**config.mk**
```make
export PLATFORM = sky130hd
export DESIGN_NAME = salc_ram
export DESIGN_NICKNAME = d
export VERILOG_FILES = /design/src/hw/rtl/salc_ram.sv
export SDC_FILE = /design/constraint.sdc
export NUM_CORES = 1
export LEC_CHECK = 0
export BUFFER_PORTS_ARGS = -buffer_cell sky130_fd_sc_hd__buf_2
export CORE_ASPECT_RATIO = 0.6
export CORE_MARGIN = 2
export CORE_UTILIZATION = 40
export DETAILED_ROUTE_END_ITERATION = 12
export PLACE_DENSITY_LB_ADDON = 0.12
export SYNTH_ARGS = -nofsm -noshare
export SYNTH_HDL_FRONTEND = slang
export SYNTH_SLANG_ARGS = --single-unit
```
**constraint.sdc**
```tcl
create_clock -name clk_i -period 3.2 [get_ports clk_i]
set_input_delay 0.16 -clock clk_i [delete_from_list [all_inputs] [get_ports clk_i]]
set_output_delay 0.16 -clock clk_i [all_outputs]
set_load 0.02 [all_outputs]
```
**src/hw/rtl/salc_ram.sv**
```systemverilog
`default_nettype none

// Simple dual-port synchronous RAM: one write and one read a cycle, read data registered.
module salc_ram #(
  parameter int unsigned DEPTH = 16,
  parameter int unsigned WIDTH = 8,
  localparam int unsigned AW = (DEPTH > 1) ? $clog2(DEPTH) : 1
) (
  input  wire logic             clk_i,
  input  wire logic             we_i,
  input  wire logic [AW-1:0]    waddr_i,
  input  wire logic [WIDTH-1:0] wdata_i,
  input  wire logic             re_i,
  input  wire logic [AW-1:0]    raddr_i,
  output logic      [WIDTH-1:0] rdata_o
);

  logic [WIDTH-1:0] mem_q [DEPTH];
  logic [WIDTH-1:0] rdata_q;

  always_ff @(posedge clk_i) begin
    if (we_i) begin
      mem_q[waddr_i] <= wdata_i;
    end
  end

  always_ff @(posedge clk_i) begin
    if (re_i) begin
      rdata_q <= mem_q[raddr_i];
    end
  end

  assign rdata_o = rdata_q;

endmodule

`default_nettype wire

```
# == Word level (Yosys, flattened, before mapping) ==
# Memory sizes are Yosys's and may differ from the RTL's. A register that Yosys moved wholly into a read port is not among the register bits.
# Index checks and enable logic that the tools add are counted.
# word_totals
register_bits,0
ram_bits,128
input_bits,19
output_inout_bits,8
word_cells,3
memories,1
# classes
mux,2
# memory_table
memory,words,width,rd,rd_clocked_by_memory_dff,write_ports,line,text
mem_q,16,8,1,1,1,18,logic [WIDTH-1:0] mem_q [DEPTH];
# op_table
cell,n
$mux 1,2

# == Depth between registers and ports, before layout ==
# Gate-level depths: netlist (run 1).
# logic_depth
ltp_word,2
mapped_depth,5
mapped_depth_nobuf,3

# == Worst setup path after synthesis (run 1) ==
# No wires, ideal clock.
# synth_path
path_kind,in2reg
from,input port waddr_i[2]
to,memory mem_q[0][0] (enable)
setup_time_ns,0.383
arrival_time_ns,1.270
t_required_ns,2.817
path_slack_ns,1.547
cell_stages,2
n_path_buf,0
cell_sequence,or3b_2 -> nor3_1
# synth_rtl
item,line,text
from (decl),11,"input wire logic [AW-1:0] waddr_i,"
to (decl),18,
# Straight into the memory's write port.

==> metrics.cfg, run 1 <==
[worst_setup_path]
startpoint_type=flop
required_ns=3.35
crit_type=reg2reg
cp-end-kind=flop
worst-path-max-fanout=1
arrival_ns=1.78

[synth]
synth_nets=248
synthFlopType=edfxtp_1
synth_compound_area_frac=0.0230
synth_top_family_by_area=multiplexers
synth_edf_count=136
synthSimpleGateAreaFrac=0.0314
synth_adder_area_share=0
synth_top_cell_by_area=edfxtp_1
synth_top_area_frac=0.781
muxShareOfSynthArea=0.148
synth_area_leaders=edfxtp_1, mux4_2, mux4_1, a22oi_1, nor2_1
synth-xor-area-share=0
ys_types=18
yosysWarningCount=0
syn_avg_cell_area_sq_um=22.8
syn_inst=229
synth_seq_cells=136
synth-seq-area-share=0.781
syn_area_sq_um=5230
synth-async-reset-ratio=0

[route]
wirelength_um=11200
ant_nets=0
wl_per_cell_um=24.6
drc_errors=0
viasPerCell=5.46
firstDrtPassIters=5
vias=2491
drtIter0Drc=142

[floorplan]
initial_core_util=0.408
die_x_um=152
chipHeight_um=92.6
dieArea_sq_um=14000
rows=32
ios=27
design.core.area_sq_um=12800

[global_route]
grtUsageTotal=0.175
grt_antenna_before_repair=0
grt_pass1_vias=2519
grt_pass1_wl_um=16400
grt.overflow.total=0
grt_max_degree=24

[sta]
grt_setup_unrepaired=no
fin_crit_ns=1.63
worst_pin_slew_ns=1.07
clock-skew-final_ns=0.00848
max_slew_margin=0.284
post-route-period-util=0.509
clock.fmax_mhz=613
fin_tns_setup_ns=0
finalSetupViolCount=0
timing.final.ws_setup_ns=1.57
maxSlewViolCount=0
hold_viol=0

[cells_and_area]
nets=292
area.growth.synth_to_final_pct=17.2
drive_gt1_frac=0.287
stdcell_area_sq_um=6130
final_util=0.478
antennaDiodeCount=0

[clock_network]
cts_buffers=17
clk_latency_ns=0.41
clockBufferDepth=2
cts_tree=done
cts_sinks=136
cts-root-buf=clkbuf_16
htreeDepth=4
cts_setup_buffers=0
clkTransAtPathRegs_ns=0.06
cts_hold_buf=0
post_cts_resize_count=0

[pwr]
power_density_nw_per_um2=662
p_leak_uw=0.00203
ir_drop_uv=379
total_power_uw=4060

[status]
status=finished, final reports clean

[worst_hold_path]
worstHoldPathType=in2reg

[placement]
placed_cell_area_sq_um=5560
io_buffers=26
dp_hpwl_um=6740
dp_worst_setup_slack_ns=1.15
finalWeightedCongestion=0.672

[job]
cap_violations=0

==> cells by family after synthesis <==
kind of cell,count (synthesis)
flops,136
buf+inv,10
compound gates,16
mux,32
simple gates,35
==> cell usage after synthesis, drive strengths merged (2+ instances only) <==
cell type / count
a22oi: 16
buf: 7
edfxtp: 136
nand2: 9
nor3: 4
mux4: 32
nand2b: 2
nor2: 13
clkdlybuf4s25: 3
nand3b: 2
==> layout by cell type, fill, tap and decap left out, types with 2 or more instances in the layout <==
master      instances
edfxtp_1          136
buf_2              26
mux4_2             18
clkbuf_16          17
a22oi_1            16
mux4_1             14
nor2_1             13
nand2_1             9
buf_4               8
nor3_1              4
clkinv_2            3
clkinv_4            3
clkinvlp_4          3
nand3b_1            2
nand2b_1            2
clkbuf_1            2
clkinv_1            2
bufinv_16           2
==> critical path: stages, from the launching register on <==
cell and delay (ns):
edfxtp_1 0.36, mux4_2 0.46, a22oi_1 0.45, nand2_1 0.09
==> sequential cells by signal, indices dropped and copies added (netlist names) <==
name     cells
rdata_o      8
mem_q      128
==> metal layers <==
| metal | up-vias | share of wire | GRT usage |
|---|---|---|---|
| met5 | - | 0 | 0 |
| met2 | 70 | 0.45 | 0.251 |
| met3 | 7 | 0.052 | 0.0360 |
| met4 | 0 | 0.0069 | 0.0671 |
| li1 | 1073 | - | - |
| met1 | 1341 | 0.49 | 0.263 |
==> per-stage QoR <==
step | hold WS, ns | cells
4_1_cts | 0.132 | 456
3_3_place_gp | 0.553 | 424
2_1_floorplan | 0.259 | 229
6_report | 0.140 | 456
3_5_place_dp | 0.568 | 424
5_1_grt | 0.139 | 456
==> path summary, 6_finish.rpt <==
path	from	endpoint	slack [ns]	depth (start not counted)
setup / recovery	mem_q[3][6]$_DFFE_PP_	rdata_o[6]$_DFFE_PP_	1.57	3
hold / removal	re_i	rdata_o[6]$_DFFE_PP_	0.14	1
setup reg to reg	mem_q[3][6]$_DFFE_PP_	rdata_o[6]$_DFFE_PP_	1.57	3
hold reg to reg	mem_q[15][0]$_DFFE_PP_	rdata_o[0]$_DFFE_PP_	0.75	3
==> power breakdown <==
group	total, uW	leakage, uW	internal [uW]	switching, uW
clock network	1850	0.000268	1140	709
registers	2020	0.00124	2010	9.46
logic	193	0.000525	73.7	120
total	4060	0.00203	3220	838
==> area by class of cell <==
type,count,area (sq um)
Tap cell,170,213
Clock inverter,13,131
Multi-Input combinational cell,83,1060
Timing Repair Buffer,35,210
Fill cell,1076,6680
Clock buffer,19,433
Sequential cell,136,4080
No activity file was read; power rests on OpenSTA's default activity.
==> run 2: changes to the inputs <==
Settings changed: ABC_AREA set to 1.
Clock period 3.2 ns to 1.3 ns, I/O delays scaled along.
==> run 2 against run 1 <==
Wire length grew 31%. Sequential cell count is the same. Sequential power grew 150%. Non-clock buffer count grew 22. Via count grew 56%. Register-to-register slack lost 1.5 ns. First-iteration DRC count grew to 2.8 times the previous value. Die area grew 11%. Hold slack lost 0.10 ns. Critical path depth grew 3. Setup slack lost 1.5 ns. Total power grew to 2.6 times the previous value. Highest routed layer unchanged.
==> metrics.cfg, run 2 <==
[status]
status=finished, final reports clean

[floorplan]
ios=27  ; unchanged
dieArea_sq_um=15600  ; +11%
chipHeight_um=97.7  ; +5.5%
design.core.area_sq_um=14400  ; +12%
initial_core_util=0.407  ; -0.00138
die_x_um=160  ; +5.6%
rows=34  ; +6.3%

[synth]
synth_area_leaders=edfxtp_1, nand2_1, nand3_1, inv_1, buf_6
synth_edf_count=136  ; unchanged
synth-async-reset-ratio=0  ; unchanged
synth_nets=570  ; +130%
synth_seq_cells=136  ; unchanged
yosysWarningCount=0  ; unchanged
syn_avg_cell_area_sq_um=10.6  ; -54%
synthFlopType=edfxtp_1
synthTopCellsByCount=nand2_1, edfxtp_1, inv_1
synth_most_common_cell=nand2_1
synth_top_cell_by_area=edfxtp_1
syn_area_sq_um=5850  ; +12%
ys_types=11  ; -7
synth-seq-area-share=0.698  ; -0.0828
syn_inst=551  ; +140%
synth_top_area_frac=0.698  ; -0.0828

[sta]
post-route-period-util=0.913  ; +0.403
clock-skew-final_ns=0.0123  ; +0.00384 ns
worst_pin_slew_ns=0.520  ; -0.551 ns
max_slew_margin=0.653  ; +0.369
grt_setup_unrepaired=no
finalSetupViolCount=0  ; unchanged
maxSlewViolCount=0  ; unchanged
fin_crit_ns=1.19  ; -0.444 ns
hold_viol=0  ; unchanged
clock.fmax_mhz=843  ; +37%

[global_route]
grt_use_met3=0.0474  ; +0.0114
busiest_layer=met1
grt_pass1_wl_um=22500  ; +37%
grt_use_met1=0.306  ; +0.0425
grt_antenna_before_repair=0  ; unchanged
grt_util_met2=0.271  ; +0.0200
grtUsageTotal=0.198  ; +0.0230
grt_max_degree=35  ; +46%
grt_pass1_vias=3761  ; +49%
grt.overflow.total=0  ; unchanged

[pwr]
ir_drop_uv=773  ; +100%
p_leak_uw=0.00301  ; +48%
power_density_nw_per_um2=1530  ; +130%

[cells_and_area]
finalNonFillerCells=813  ; +78%
drive_gt1_frac=0.145  ; -0.142
final_common_cell=nand2_1
largest_register_ffs=128  ; unchanged
area.growth.synth_to_final_pct=19.6
nets=622  ; +110%
fill_cells=1356  ; +26%
ff_latch_area_sq_um=4080  ; unchanged
largest_register=mem_q
final_cell_mix=nand2_1, edfxtp_1, inv_1
final_util=0.486  ; +0.00810
multi_input_area_sq_um=1220  ; +15%
stdcell_area_sq_um=6990  ; +14%

[worst_setup_path]
crit_type=reg2reg
worstPathCellList=inv_1, nand2_1, nand3_1, nand3_1, nand3_1, nand2_1
rr_worst_depth=6  ; +3
crit_family=simple AND/OR/NAND/NOR gates
crit_cells=6  ; +3
r2r-end=rdata_o[3]$_DFFE_PP_
cp-end-kind=flop
arrival_ns=1.35  ; -0.43 ns
rrSetupSlack_ns=0.11  ; -1.46 ns
path_common_cell=nand3_1
worst-path-max-fanout=1  ; unchanged
required_ns=1.47  ; -1.88 ns
r2r_start=mem_q[15][3]$_DFFE_PP_
path_buf_inv=1  ; +1
worstSetupEndpoint=rdata_o[3]$_DFFE_PP_
crit_start=mem_q[15][3]$_DFFE_PP_
startpoint_type=flop
critPathSlowestCell=edfxtp_1
max_stage_delay_ns=0.38  ; -0.08 ns

[clock_network]
clockBufferDepth=2  ; unchanged
cts-root-buf=clkbuf_16
cts_buffers=17  ; unchanged
clkTransAtPathRegs_ns=0.06  ; about the same
clk_latency_ns=0.42  ; about the same
cts_sinks=136  ; unchanged
cts_tree=done
htreeDepth=4  ; unchanged
cts_setup_buffers=0  ; unchanged

[route]
ant_nets=0  ; unchanged
viasPerCell=4.79  ; -12%
drc_errors=0  ; unchanged
wirelength_um=14700  ; +31%
wl_per_cell_um=18.0  ; -27%
firstDrtPassIters=5  ; unchanged
drtIter0Drc=395  ; +180%
vias=3893  ; +56%

[worst_hold_path]
worstHoldPathType=in2reg

[placement]
dp.cells=782  ; +84%
io_buffers=26  ; unchanged
dp_hpwl_um=9510  ; +41%
finalWeightedCongestion=0.817  ; +22%
placed_cell_area_sq_um=6380  ; +15%

[job]
cap_violations=0  ; unchanged

[run 2: worst register-to-register path: cells and delay by family (launching register included)]
| family | cells | cell delay [ns] |
|---|---|---|
| and+or+nand+nor | 5 | 0.50 |
| DFF | 1 | 0.38 |
| buffers and inverters | 1 | 0.07 |
[run 2: worst min path at each step]
stage                          start                    end  slack [ns]  cells past startpoint
after floorplan           wdata_i[0]  mem_q[0][0]$_DFFE_PP_        0.16                      0
after global placement          re_i   rdata_o[1]$_DFFE_PP_        0.45                      1
after detailed placement        re_i   rdata_o[1]$_DFFE_PP_        0.45                      1
after CTS                       re_i   rdata_o[7]$_DFFE_PP_        0.02                      1
after global routing            re_i   rdata_o[7]$_DFFE_PP_        0.03                      1
final                           re_i   rdata_o[7]$_DFFE_PP_        0.04                      1
[run 2: power by group]
group | switching (uW) | internal [uW] | total (uW)
logic | 471 | 214 | 685
clock network | 1850 | 3190 | 5040
registers | 32.6 | 4940 | 4970
total | 2350 | 8340 | 10700
[run 2: final cells by class]
class | count | area share
diodes | 1 | 0.000358
clock buffers | 18 | 0.0614
flip-flops and latches | 136 | 0.584
repair buffers | 57 | 0.0644
clock inverters | 12 | 0.0256
multi-input cells | 289 | 0.174
well taps | 198 | 0.0354
inverters | 102 | 0.0547
[run 2: through the flow]
stage / TNS [ns] / setup slack (ns) / hold slack [ns] / power, uW
after floorplan: 0 / 0.284 / 0.164 / 5430
after global placement: -0.0812 / -0.0645 / 0.446 / 5740
after detailed placement: -0.100 / -0.0569 / 0.449 / 5750
after CTS: 0 / 0.136 / 0.0201 / 10800
after global routing: 0 / 0.00591 / 0.0265 / 11000
final: 0 / 0.114 / 0.0397 / 10700
[run 2: timing repair]
item / CTS / global route
hold buffers: 0 / 0
resized for setup: 0 / 1
endpoints found under the setup margin: 0 / 1
[run 2: per-layer routing]
metal	up-vias	part of all wire
met3	9	0.058
li1	1884	-
met4	0	0.0089
met1	1899	0.52
met2	101	0.41
met5	-	0
[run 2: kinds of logic (layout without fill, tap and decap cells)]
| kind of cell | count (synthesis) | count (layout) | synth area share |
|---|---|---|---|
| other | 0 | 1 | 0 |
| buffers and inverters | 126 | 189 | 0.0939 |
| and+or+nand+nor | 289 | 289 | 0.208 |
| DFF | 136 | 136 | 0.698 |
